$ cat config.mk
export PLATFORM = sky130hd
export DESIGN_NAME = aabb_all_pairs_collision_core_flat
export DESIGN_NICKNAME = d
export VERILOG_FILES = /design/src/rtl/core/aapc_pkg.sv /design/src/rtl/core/aapc_if.sv /design/src/rtl/core/aapc_cell.sv /design/src/rtl/core/aapc_seq.sv /design/src/rtl/core/aabb_all_pairs_collision_core.sv /design/src/flat_wrapper.sv
export SDC_FILE = /design/constraint.sdc
export NUM_CORES = 2
export LEC_CHECK = 0
export ABC_AREA = 0
export BUFFER_PORTS_ARGS = -buffer_cell sky130_fd_sc_hd__buf_2
export CORE_MARGIN = 3
export CORE_UTILIZATION = 40
export DETAILED_ROUTE_END_ITERATION = 10
export PLACE_DENSITY = 0.53
export SYNTH_ARGS = -nofsm -noshare
export SYNTH_HDL_FRONTEND = slang
export SYNTH_HIERARCHICAL = 1
export SYNTH_SLANG_ARGS = --single-unit
$ cat constraint.sdc
create_clock -name clk -period 13.3 [get_ports clk]
set_input_delay 2.66 -clock clk [delete_from_list [all_inputs] [get_ports clk]]
set_output_delay 2.66 -clock clk [all_outputs]
set_load 0.05 [all_outputs]
$ cat src/rtl/core/aapc_pkg.sv
// ---------------------------------------------------------------------------
// aapc_pkg
// shared constants and types of the box collision core
// ---------------------------------------------------------------------------
package aapc_pkg;

	localparam int MAX_BOXES = 8;
	localparam int IDX_W     = $clog2(MAX_BOXES);
	localparam int STEP_W    = $clog2(MAX_BOXES + 1);
	localparam int SLOT_W    = 3;
	localparam int COORD_W   = 16;
	localparam int LEN_W     = 15;
	localparam int EDGE_W    = COORD_W + 1;
	localparam int OVL_W     = EDGE_W + 1;
	localparam int EPS_W     = 12;
	localparam int CMD_W     = 2;

	localparam logic [CMD_W-1:0] CMD_WRITE  = 2'd0;
	localparam logic [CMD_W-1:0] CMD_REMOVE = 2'd1;
	localparam logic [CMD_W-1:0] CMD_SWEEP  = 2'd2;

	typedef enum logic [1:0] {
		ST_IDLE,
		ST_SWEEP,
		ST_FLUSH
	} seq_state_t;

	typedef struct packed {
		logic                      active;
		logic signed [COORD_W-1:0] left;
		logic signed [COORD_W-1:0] top;
		logic signed [EDGE_W-1:0]  right;
		logic signed [EDGE_W-1:0]  bottom;
	} box_t;

	typedef struct packed {
		logic                      vld;
		logic [IDX_W-1:0]          idx;
		logic signed [COORD_W-1:0] left;
		logic signed [COORD_W-1:0] top;
		logic signed [EDGE_W-1:0]  right;
		logic signed [EDGE_W-1:0]  bottom;
	} probe_t;

	typedef struct packed {
		logic             adv;
		logic             inject;
		logic [IDX_W-1:0] probe_idx;
	} seq_ctl_t;

endpackage

$ cat src/rtl/core/aapc_if.sv
// ---------------------------------------------------------------------------
// aapc interfaces
// request, response and epsilon write channels with valid/ready
// ---------------------------------------------------------------------------
interface aapc_req_if;
	logic                               valid;
	logic                               ready;
	logic [aapc_pkg::CMD_W-1:0]         cmd;
	logic [aapc_pkg::SLOT_W-1:0]        slot;
	logic                               active;
	logic signed [aapc_pkg::COORD_W-1:0] left;
	logic signed [aapc_pkg::COORD_W-1:0] top;
	logic [aapc_pkg::LEN_W-1:0]         box_width;
	logic [aapc_pkg::LEN_W-1:0]         box_height;

	modport source (output valid, cmd, slot, active, left, top, box_width, box_height,
		input ready);
	modport sink (input valid, cmd, slot, active, left, top, box_width, box_height,
		output ready);
endinterface

interface aapc_rsp_if;
	logic                        valid;
	logic                        ready;
	logic [aapc_pkg::SLOT_W-1:0] first_index;
	logic [aapc_pkg::SLOT_W-1:0] second_index;
	logic                        found;
	logic                        last;

	modport source (output valid, first_index, second_index, found, last, input ready);
	modport sink (input valid, first_index, second_index, found, last, output ready);
endinterface

interface aapc_cfg_if;
	logic                       valid;
	logic                       ready;
	logic [aapc_pkg::EPS_W-1:0] overlap_epsilon;

	modport source (output valid, overlap_epsilon, input ready);
	modport sink (input valid, overlap_epsilon, output ready);
endinterface

$ cat src/rtl/core/aapc_cell.sv
// ---------------------------------------------------------------------------
// aapc_cell
// one table slot: holds its box and tests the probe passing through
// ---------------------------------------------------------------------------
module aapc_cell (
	input  logic                        clk,
	input  logic                        arst_n,
	input  logic [aapc_pkg::IDX_W-1:0]  cell_idx,
	input  logic                        wr_en,
	input  logic                        rm_en,
	input  aapc_pkg::box_t              wr_box,
	input  logic                        adv,
	input  logic [aapc_pkg::EPS_W-1:0]  eps,
	input  aapc_pkg::probe_t            probe_in,
	output aapc_pkg::probe_t            probe_out,
	output aapc_pkg::box_t              box,
	output logic                        box_valid,
	output logic                        hit
);

	localparam int EDGE_W = aapc_pkg::EDGE_W;
	localparam int OVL_W  = aapc_pkg::OVL_W;

	logic                               valid_q;
	logic                               active_q;
	logic signed [aapc_pkg::COORD_W-1:0] left_q;
	logic signed [aapc_pkg::COORD_W-1:0] top_q;
	logic signed [aapc_pkg::EDGE_W-1:0]  right_q;
	logic signed [aapc_pkg::EDGE_W-1:0]  bottom_q;
	logic                               pvld_q;
	aapc_pkg::probe_t                   probe_q;

	logic signed [aapc_pkg::EDGE_W-1:0] hi_x, hi_y, lo_x, lo_y;
	logic signed [aapc_pkg::OVL_W-1:0]  ov_x, ov_y, eps_s;

	always_ff @(posedge clk or negedge arst_n) begin
		if (!arst_n) begin
			valid_q  <= 1'b0;
			active_q <= 1'b0;
			pvld_q   <= 1'b0;
		end else begin
			if (rm_en) begin
				valid_q <= 1'b0;
			end
			if (wr_en) begin
				valid_q  <= 1'b1;
				active_q <= wr_box.active;
			end
			if (adv) begin
				pvld_q <= probe_in.vld;
			end
		end
	end

	always_ff @(posedge clk) begin
		if (wr_en) begin
			left_q   <= wr_box.left;
			top_q    <= wr_box.top;
			right_q  <= wr_box.right;
			bottom_q <= wr_box.bottom;
		end
		if (adv) begin
			probe_q <= probe_in;
		end
	end

	// overlap per axis: smaller far edge minus larger near edge
	always_comb begin
		hi_x  = (right_q < probe_q.right) ? right_q : probe_q.right;
		hi_y  = (bottom_q < probe_q.bottom) ? bottom_q : probe_q.bottom;
		lo_x  = (left_q > probe_q.left) ? EDGE_W'(left_q) : EDGE_W'(probe_q.left);
		lo_y  = (top_q > probe_q.top) ? EDGE_W'(top_q) : EDGE_W'(probe_q.top);
		ov_x  = OVL_W'(hi_x) - OVL_W'(lo_x);
		ov_y  = OVL_W'(hi_y) - OVL_W'(lo_y);
		eps_s = $signed({{(aapc_pkg::OVL_W - aapc_pkg::EPS_W){1'b0}}, eps});
		hit   = pvld_q && valid_q && active_q && (cell_idx > probe_q.idx)
			&& (ov_x >= eps_s) && (ov_y >= eps_s);
	end

	always_comb begin
		probe_out     = probe_q;
		probe_out.vld = pvld_q;
		box.active    = active_q;
		box.left      = left_q;
		box.top       = top_q;
		box.right     = right_q;
		box.bottom    = bottom_q;
		box_valid     = valid_q;
	end

endmodule

$ cat src/rtl/core/aapc_seq.sv
// ---------------------------------------------------------------------------
// aapc_seq
// sweep sequencer: injects one probe per slot, orders hits, drives results
// ---------------------------------------------------------------------------
module aapc_seq (
	input  logic              clk,
	input  logic              arst_n,
	aapc_req_if.sink          req,
	aapc_rsp_if.source        rsp,
	input  logic              hit,
	output aapc_pkg::seq_ctl_t ctl
);

	aapc_pkg::seq_state_t               state_q, state_d;
	logic [aapc_pkg::IDX_W-1:0]         i_q;
	logic [aapc_pkg::STEP_W-1:0]        step_q;
	logic [aapc_pkg::STEP_W-1:0]        step_m1;
	logic [aapc_pkg::IDX_W-1:0]         j_idx;
	logic                               pend_vld_q;
	logic [aapc_pkg::IDX_W-1:0]         pend_i_q;
	logic [aapc_pkg::IDX_W-1:0]         pend_j_q;
	logic                               out_vld_q;
	logic [aapc_pkg::SLOT_W-1:0]        out_first_q;
	logic [aapc_pkg::SLOT_W-1:0]        out_second_q;
	logic                               out_found_q;
	logic                               out_last_q;

	logic out_free, adv, push, push_last, step_end, start;

	assign out_free = !out_vld_q || rsp.ready;
	assign start    = req.valid && req.ready && (req.cmd == aapc_pkg::CMD_SWEEP);
	assign step_m1  = step_q - aapc_pkg::STEP_W'(1);
	assign j_idx    = step_m1[aapc_pkg::IDX_W-1:0];
	assign step_end = (step_q == aapc_pkg::STEP_W'(aapc_pkg::MAX_BOXES));

	always_ff @(posedge clk or negedge arst_n) begin
		if (!arst_n) begin
			state_q <= aapc_pkg::ST_IDLE;
		end else begin
			state_q <= state_d;
		end
	end

	always_comb begin
		state_d   = state_q;
		req.ready = 1'b0;
		adv       = 1'b0;
		push      = 1'b0;
		push_last = 1'b0;
		unique case (state_q)
			aapc_pkg::ST_IDLE: begin
				req.ready = 1'b1;
				if (start) begin
					state_d = aapc_pkg::ST_SWEEP;
				end
			end
			aapc_pkg::ST_SWEEP: begin
				// freeze the chain when a second hit finds the output busy
				adv  = !(hit && pend_vld_q && !out_free);
				push = adv && hit && pend_vld_q;
				if (adv && step_end && (i_q == aapc_pkg::IDX_W'(aapc_pkg::MAX_BOXES - 1))) begin
					state_d = aapc_pkg::ST_FLUSH;
				end
			end
			aapc_pkg::ST_FLUSH: begin
				if (out_free) begin
					push      = 1'b1;
					push_last = 1'b1;
					state_d   = aapc_pkg::ST_IDLE;
				end
			end
			default: begin
				state_d = aapc_pkg::ST_IDLE;
			end
		endcase
	end

	always_ff @(posedge clk or negedge arst_n) begin
		if (!arst_n) begin
			i_q        <= '0;
			step_q     <= '0;
			pend_vld_q <= 1'b0;
			out_vld_q  <= 1'b0;
		end else begin
			if (start) begin
				i_q    <= '0;
				step_q <= '0;
			end else if (adv) begin
				if (step_end) begin
					step_q <= '0;
					i_q    <= i_q + aapc_pkg::IDX_W'(1);
				end else begin
					step_q <= step_q + aapc_pkg::STEP_W'(1);
				end
			end
			if (adv && hit) begin
				pend_vld_q <= 1'b1;
			end else if (push_last) begin
				pend_vld_q <= 1'b0;
			end
			if (push) begin
				out_vld_q <= 1'b1;
			end else if (rsp.ready) begin
				out_vld_q <= 1'b0;
			end
		end
	end

	always_ff @(posedge clk) begin
		if (adv && hit) begin
			pend_i_q <= i_q;
			pend_j_q <= j_idx;
		end
		if (push) begin
			out_first_q  <= pend_vld_q ? aapc_pkg::SLOT_W'(pend_i_q) : '0;
			out_second_q <= pend_vld_q ? aapc_pkg::SLOT_W'(pend_j_q) : '0;
			out_found_q  <= pend_vld_q;
			out_last_q   <= push_last;
		end
	end

	assign rsp.valid        = out_vld_q;
	assign rsp.first_index  = out_first_q;
	assign rsp.second_index = out_second_q;
	assign rsp.found        = out_found_q;
	assign rsp.last         = out_last_q;

	assign ctl.adv       = adv;
	assign ctl.inject    = adv && (step_q == '0);
	assign ctl.probe_idx = i_q;

endmodule

$ cat src/rtl/core/aabb_all_pairs_collision_core.sv
// ---------------------------------------------------------------------------
// aabb_all_pairs_collision_core
// table of axis-aligned boxes in a chain of slot cells with all-pairs sweep
// ---------------------------------------------------------------------------
//  channel  dir  payload
//  req      in   cmd, slot, active, left, top, box_width, box_height
//  rsp      out  first_index, second_index, found, last
//  cfg      in   overlap_epsilon
//
//  write and remove may follow back to back while idle
//  a sweep sends a probe for each valid active slot down the cell chain,
//  with only one probe in flight
//  the chain halts while a second hit waits on a stalled response
//  reset clears the valid marks and sets overlap_epsilon to zero
// ---------------------------------------------------------------------------
module aabb_all_pairs_collision_core (
	input  logic        clk,
	input  logic        arst_n,
	aapc_req_if.sink    req,
	aapc_rsp_if.source  rsp,
	aapc_cfg_if.sink    cfg
);

	localparam int N = aapc_pkg::MAX_BOXES;

	logic [aapc_pkg::EPS_W-1:0] eps_q;
	aapc_pkg::seq_ctl_t         ctl;
	aapc_pkg::probe_t           chain [N+1];
	aapc_pkg::box_t             boxes [N];
	logic [N-1:0]               box_valid;
	logic [N-1:0]               hits;
	aapc_pkg::box_t             wr_box;
	aapc_pkg::box_t             sel_box;
	logic                       sel_valid;
	logic                       accept;

	assign cfg.ready = 1'b1;

	always_ff @(posedge clk or negedge arst_n) begin
		if (!arst_n) begin
			eps_q <= '0;
		end else if (cfg.valid) begin
			eps_q <= cfg.overlap_epsilon;
		end
	end

	assign accept = req.valid && req.ready;

	always_comb begin
		wr_box.active = req.active;
		wr_box.left   = req.left;
		wr_box.top    = req.top;
		wr_box.right  = $signed({req.left[aapc_pkg::COORD_W-1], req.left})
			+ $signed({2'b00, req.box_width});
		wr_box.bottom = $signed({req.top[aapc_pkg::COORD_W-1], req.top})
			+ $signed({2'b00, req.box_height});
	end

	// box under test for the probe about to enter the chain
	always_comb begin
		sel_box   = boxes[0];
		sel_valid = box_valid[0];
		for (int k = 1; k < N; k++) begin
			if (ctl.probe_idx == aapc_pkg::IDX_W'(k)) begin
				sel_box   = boxes[k];
				sel_valid = box_valid[k];
			end
		end
	end

	always_comb begin
		chain[0].vld    = ctl.inject && sel_valid && sel_box.active;
		chain[0].idx    = ctl.probe_idx;
		chain[0].left   = sel_box.left;
		chain[0].top    = sel_box.top;
		chain[0].right  = sel_box.right;
		chain[0].bottom = sel_box.bottom;
	end

	for (genvar k = 0; k < N; k++) begin : g_cell
		aapc_cell u_cell (
			.clk       (clk),
			.arst_n    (arst_n),
			.cell_idx  (aapc_pkg::IDX_W'(k)),
			.wr_en     (accept && (req.cmd == aapc_pkg::CMD_WRITE) && (int'(req.slot) == k)),
			.rm_en     (accept && (req.cmd == aapc_pkg::CMD_REMOVE) && (int'(req.slot) == k)),
			.wr_box    (wr_box),
			.adv       (ctl.adv),
			.eps       (eps_q),
			.probe_in  (chain[k]),
			.probe_out (chain[k+1]),
			.box       (boxes[k]),
			.box_valid (box_valid[k]),
			.hit       (hits[k])
		);
	end

	aapc_seq u_seq (
		.clk    (clk),
		.arst_n (arst_n),
		.req    (req),
		.rsp    (rsp),
		.hit    (|hits),
		.ctl    (ctl)
	);

endmodule

$ cat src/flat_wrapper.sv
// flat-port wrapper written by rule: the top's interface ports become plain ports
module aabb_all_pairs_collision_core_flat 
  (clk, arst_n, req_valid, req_cmd, req_slot, req_active, req_left, req_top, req_box_width, req_box_height, req_ready, rsp_valid, rsp_first_index, rsp_second_index, rsp_found, rsp_last, rsp_ready, cfg_valid, cfg_overlap_epsilon, cfg_ready);
  aapc_req_if req_i ();
  aapc_rsp_if rsp_i ();
  aapc_cfg_if cfg_i ();
  input  logic clk;
  input  logic arst_n;
  input wire logic [$bits(req_i.valid)-1:0] req_valid;
  input wire logic [$bits(req_i.cmd)-1:0] req_cmd;
  input wire logic [$bits(req_i.slot)-1:0] req_slot;
  input wire logic [$bits(req_i.active)-1:0] req_active;
  input wire logic [$bits(req_i.left)-1:0] req_left;
  input wire logic [$bits(req_i.top)-1:0] req_top;
  input wire logic [$bits(req_i.box_width)-1:0] req_box_width;
  input wire logic [$bits(req_i.box_height)-1:0] req_box_height;
  output wire logic [$bits(req_i.ready)-1:0] req_ready;
  output wire logic [$bits(rsp_i.valid)-1:0] rsp_valid;
  output wire logic [$bits(rsp_i.first_index)-1:0] rsp_first_index;
  output wire logic [$bits(rsp_i.second_index)-1:0] rsp_second_index;
  output wire logic [$bits(rsp_i.found)-1:0] rsp_found;
  output wire logic [$bits(rsp_i.last)-1:0] rsp_last;
  input wire logic [$bits(rsp_i.ready)-1:0] rsp_ready;
  input wire logic [$bits(cfg_i.valid)-1:0] cfg_valid;
  input wire logic [$bits(cfg_i.overlap_epsilon)-1:0] cfg_overlap_epsilon;
  output wire logic [$bits(cfg_i.ready)-1:0] cfg_ready;
  assign req_i.valid = req_valid;
  assign req_i.cmd = req_cmd;
  assign req_i.slot = req_slot;
  assign req_i.active = req_active;
  assign req_i.left = req_left;
  assign req_i.top = req_top;
  assign req_i.box_width = req_box_width;
  assign req_i.box_height = req_box_height;
  assign req_ready = req_i.ready;
  assign rsp_valid = rsp_i.valid;
  assign rsp_first_index = rsp_i.first_index;
  assign rsp_second_index = rsp_i.second_index;
  assign rsp_found = rsp_i.found;
  assign rsp_last = rsp_i.last;
  assign rsp_i.ready = rsp_ready;
  assign cfg_i.valid = cfg_valid;
  assign cfg_i.overlap_epsilon = cfg_overlap_epsilon;
  assign cfg_ready = cfg_i.ready;
  aabb_all_pairs_collision_core u_core (.clk(clk), .arst_n(arst_n), .req(req_i), .rsp(rsp_i), .cfg(cfg_i));
endmodule
Word-level counts from Yosys, hierarchy flattened
Cells that the tools add are included.

Output and inout bits: 11. Word-level logic and storage cells: 381. Input bits: 85. Register bits after elaboration: 1141.

Reduce and logical (&&, ||, !) cells: 93. Multiplexer cells: 81. Add/sub/neg operators: 21. Order comparisons: 56. Eq/ne operators: 22.

Operators by type and width (number): two-way mux 17 bit (32); two-way mux 67 bit (7); greater-or-equal comparator 18 x 13 -> 1 bit (16); subtractor 17 x 17 -> 18 bit (16); less-than comparator 17 bit (16); greater-than comparator 16 bit (16); logical AND 1 bit (70); adder 16 x 16 -> 17 bit (2); two-way mux 1 bit (31); equality test 3 bit (second input constant) (8); nonzero test 2 bit (12); equality test 3 x 2 -> 1 bit (second input constant) (4); greater-than comparator 3 bit (first input constant) (4); two-way mux 4 bit (3); two-way mux 3 bit (3); OR reduction 8 bit (1); equality test 3 x 1 -> 1 bit (second input constant) (2); greater-than comparator 1 x 3 -> 1 bit (first input constant) (2); greater-than comparator 2 x 3 -> 1 bit (first input constant) (2); two-way mux 2 bit (3); != test 2 bit (second input constant) (3); one-hot mux 2 bit (3 select lines) (1); adder 4 x 1 -> 4 bit (second input constant) (1); equality test 2 x 1 -> 1 bit (second input constant) (2); 12 further kinds (16).

Depth between registers and ports, before layout
Word-level depth: 14. Gate-level depth with buffers: 36. Mapped depth without buffers: 36.

Cells and area by module
The synthesis kept the hierarchy.

By module, submodules not included: aapc_cell (u_core.g_cell[2].u_cell ...) (cells each 731, area each 8767.2 um2, instances 4, seq. area each 4129.0 um2); aapc_cell (u_core.g_cell[0].u_cell ...) (cells each 746, area each 8802.2 um2, instances 2, seq. area each 4129.0 um2); aapc_cell (u_core.g_cell[6].u_cell) (cells each 774, area each 8971.1 um2, instances 1, seq. area each 4129.0 um2); aapc_cell (u_core.g_cell[7].u_cell) (cells each 722, area each 8734.6 um2, instances 1, seq. area each 4129.0 um2); aabb_all_pairs_collision_core (cells each 545, area each 6083.3 um2, instances 1, seq. area each 300.3 um2); aapc_seq (cells each 96, area each 1189.9 um2, instances 1, seq. area each 695.7 um2).

Worst setup path before layout
No wires, ideal clock.

Path kind: register to register. Start point: reg u_core/g_cell[7].u_cell/right_q[1] in the netlist's numbering. End point: reg u_core.g_cell[0].u_cell.pvld_q. Period minus slack after synthesis: 10.348 ns. Path buffers: 2. Required time: 13.216 ns. Slack: 2.952 ns. Stages on the path, launching flop included: 35. Data arrival time: 10.264 ns. Library setup time: 0.084 ns. Path through: edfxtp_1 -> ha_1 -> a21o_1 -> a21o_1 -> a211oi_1 -> o21ai_1 -> a31oi_1 -> nor3_1 -> o2bb2ai_2 -> buf_2 -> mux2i_1 -> ha_1 -> inv_1 -> fa_1 -> a211oi_1 -> o21bai_1 -> a21oi_1 -> o21bai_1 -> a21oi_1 -> o21bai_1 -> a21oi_1 -> xnor2_1 -> ha_1 -> and2_0 -> a221oi_1 -> nand4_1 -> o31ai_1 -> a221oi_2 -> nor4_1 -> nand2_1 -> nand4b_4 -> nand2_1 -> inv_1 -> buf_4 -> mux2_2.

Longest elaborated chain between the ends: 14.

Ends and longest elaborated chain: start, declared (line aapc_cell.sv:28) `logic signed [aapc_pkg::EDGE_W-1:0] right_q;`; start signal, assigned (line aapc_cell.sv:59) `right_q <= wr_box.right;`; less-than comparator 17 bit (line aapc_cell.sv:69) `hi_x = (right_q < probe_q.right) ? right_q : probe_q.right;`; two-way mux 17 bit (*) (line aapc_cell.sv:69); subtractor 17 x 17 -> 18 bit (*) (line aapc_cell.sv:73) `ov_x = OVL_W'(hi_x) - OVL_W'(lo_x);`; greater-or-equal comparator 18 x 13 -> 1 bit (*) (line aapc_cell.sv:77) `&& (ov_x >= eps_s) && (ov_y >= eps_s);`; logical AND 1 bit (*) (2 in series) (line aapc_cell.sv:77); via u_core.hits[7] (line aabb_all_pairs_collision_core.sv:31) `logic [N-1:0] hits;`; OR reduction 8 bit (*) (line aabb_all_pairs_collision_core.sv:103) `.hit (|hits),`; logical AND 1 bit (*) (2 in series) (line aapc_seq.sv:59) `adv = !(hit && pend_vld_q && !out_free);`; logical NOT 1 bit (*) (line aapc_seq.sv:59); two-way mux 1 bit (*) (line aapc_seq.sv:50) `unique case (state_q)`; via u_core.u_seq.adv (line aapc_seq.sv:28) `logic out_free, adv, push, push_last, step_end, start;`; logical AND 1 bit (line aapc_seq.sv:129) `assign ctl.inject = adv && (step_q == '0);`; logical AND 1 bit (2 in series) (line aabb_all_pairs_collision_core.sv:72) `chain[0].vld = ctl.inject && sel_valid && sel_box.active;`; end signal, assigned (line aapc_cell.sv:50) `pvld_q <= probe_in.vld;`; end, declared (line aapc_cell.sv:30) `logic pvld_q;`.

The timed path passes the listed nets; every way through them passes the cells marked *. A chain may end at the register's enable or synchronous reset.

==> impl_results.md <==
* Share of layout cells above drive strength 1 at between 10% and 20%
* Inserted Clock Buffers at ~130
* Crit path capture type: flop
* First-pass GRT wire length at roughly 380 mm
* Largest stage delay, worst path at 910 ps
* Worst-path maximum fanout at 97
* Standard-cell rows at 161
* Die area at roughly 200000 sq um
* Fin util at around 45%
* Setup TNS at 0 ps
* Drt via density at around 6
* Num Clock Sinks at between 1000 and 1500
* Seq. cell area at between 30000 and 40000 sq um
* Nets at between 7000 and 8000
* Post-CTS setup buffers at 0
* Final WS setup at between 2000 and 3000 ps
* Area grow syn2layout at 10.6%
* Placer Congestion at around 0.9
* Hold/Removal Path Class: reg -> reg
* Clk_lat worst skew at ~800 ps
* Clock Skews at 35.2 ps
* Netlist Area Pre-Place at 77600 sq um
* CTS tree: done
* CTS hold repair buffers at 0
* DR vias at about 56000
* Hold Slack at between 400 and 500 ps
* DR pass1 iterations at 7
* Final period utilization at between 80% and 90%
* Leakage power at ~36 nW
* Power Dens Cells at roughly 260 nW/um^2
* Setup WS pre-CTS at roughly 2400 ps
* Initial DRC count at 5809
* Slew margin rel. at roughly 5.8%
* CP max stage cell: nor4_2
* R2R cell count at 34
* Antenna violations before repair at 18
* Hold endpoint: u_core/g_cell[2].u_cell/probe_out[68]
* Critical path type: reg -> reg
* Die H at around 450 microns
* # IOs at 96
* Largest net degree at the start of global routing at a little under 100
* Crit path required time at between 10000 and 15000 ps
* DR WL/cell at about 29 microns
* FILL cells at 17500
* GRT Util Overall at about a quarter
* Outcome: complete, no violations
* Startpoint Class: flop
* Post-CTS sizing at 0
* Synth Instances at 6552
* WP data arrival at 11200 ps
* Hold depth at 0
* Max VDD drop at about 0.14 mV
* Final Critical Period at about 11000 ps
* Post-Syn Area per Cell at between 10 and 15 sq um
* Final Hold Violating Endpoints at 0
* Core Box Area at slightly below 200000 sq um
* Fmax at 92.7 MHz
* Die width at 447 microns
* Critical R2R Capture: u_core/g_cell[7].u_cell/probe_out[25]
* Hold_sp: u_core/g_cell[1].u_cell/probe_out[68]
* Vias in the first global route at approximately 54000
* Drt drc at 0
* Port buffer count at 94
* Initial Util at about 40%
* Post-detailed-routing wire length at 270 mm
* Synthesis Warnings at 6
* RSZ-0062 raised after global routing: no
* Multi-input logic area at ~40000 sq um
* Detail Placement HPWL at about 210 mm
* CTS Root Buffer Type: clkbuf_16
* Worst-path clk slew at about 60 ps
* R2r startpoint: u_core/g_cell[7].u_cell/right_q[1]
* Max cap viols at 0
* Top cell family by delay on the critical path: compound AO/OA/AOI/OAI gates
* Clock buffer depth at 3
* Max Slew Vio Count at 0
* CP Buf/Inv Count at 3
* Max H-tree Level at 4
* Grt ovf at 0
* Routed Antenna Nets at 0
* Worst Max-Slew Pin Slew at ~1400 ps
* R2R setup slack at 2520 ps
* # setup viols final at 0
state kept, by name, indices dropped and copies added, names as in the netlist, 2 cells and up:
register	count
u_core/eps_q	12
u_core/u_seq/pend_j_q	3
u_core/u_seq/step_q	4
u_core/g_cell.u_cell/probe_out	552
u_core/u_seq/pend_i_q	3
u_core/u_seq/state_q	2
u_core/g_cell.u_cell/bottom_q	136
u_core/u_seq/rsp.first_index	3
u_core/g_cell.u_cell/active_q	8
u_core/g_cell.u_cell/pvld_q	8
u_core/g_cell.u_cell/box_valid	8
u_core/u_seq/rsp.second_index	3
u_core/u_seq/i_q	3
u_core/g_cell.u_cell/top_q	128
u_core/g_cell.u_cell/left_q	128
u_core/g_cell.u_cell/right_q	136
layer usage:
metal  part of all wire, %  routed length, microns  global-route usage (%)
met4                   3.3                    8810                    8.29
met2                    44                  119000                    41.0
met1                    45                  120000                    37.8
met5                     0                       0                       0
met3                   8.3                   22300                    5.60
how the worst max path moves through the flow:
stage                                            endpoint  cells past startpoint  slack [ps]                                from
floorplan                  u_core/g_cell[0].u_cell/pvld_q                     34        2950  u_core/g_cell[7].u_cell/right_q[1]
global placement           u_core/g_cell[1].u_cell/pvld_q                     34        2510  u_core/g_cell[7].u_cell/right_q[1]
detailed placement         u_core/g_cell[4].u_cell/pvld_q                     35        2430  u_core/g_cell[7].u_cell/right_q[1]
CTS                        u_core/g_cell[5].u_cell/pvld_q                     34        2390  u_core/g_cell[7].u_cell/right_q[1]
global route        u_core/g_cell[6].u_cell/probe_out[25]                     31        2030    u_core/g_cell[6].u_cell/top_q[1]
finish              u_core/g_cell[7].u_cell/probe_out[25]                     34        2520  u_core/g_cell[7].u_cell/right_q[1]
worst register-to-register path: cells and delay by family (launching register included):
family                     cells  cell delay, ps
AOI/OAI and AO/OA             16            4200
and+or+nand+nor               10            2650
buffers and inverters          3            1500
adders and majority gates      3             880
DFF                            1             430
muxes                          1             400
xor gates and xnor gates       1             230
metrics by stage:
step,power [W],cell area [sq um],instances
floorplan,0.0149,77700,6575
finish,0.0227,85900,9403
global placement,0.0188,81600,9159
global route,0.0243,85900,9398
CTS,0.0227,85900,9397
detailed placement,0.0189,81600,9159
cell type report:
type | count | share of cell area, %
clock inverter | 80 | 1.05
sequential | 1141 | 39.6
multi-input combinational | 4540 | 46.9
clock buffer | 158 | 3.93
inverter | 776 | 3.40
tap | 2526 | 3.68
timing repair buffer | 176 | 1.37
antenna | 6 | 0.0175
power breakdown:
part / switching (W) / internal [W]
Clock: 0.00159 / 0.00209
Sequential: 0.000754 / 0.00512
Combinational: 0.00783 / 0.00534
layout by cell type (no fill, tap or decap), types with 96 or more instances in the layout:
master	n
xnor2_1	141
mux2i_1	257
mux2_2	347
nand4_1	96
edfxtp_1	1094
mux4_2	123
o21a_1	103
a21oi_1	376
nand2_1	175
ha_1	1040
nor2_1	232
clkbuf_16	131
nor3_1	96
a21o_1	226
o21ai_0	229
inv_1	771
Note: power is estimated with default switching activity, not from simulation.
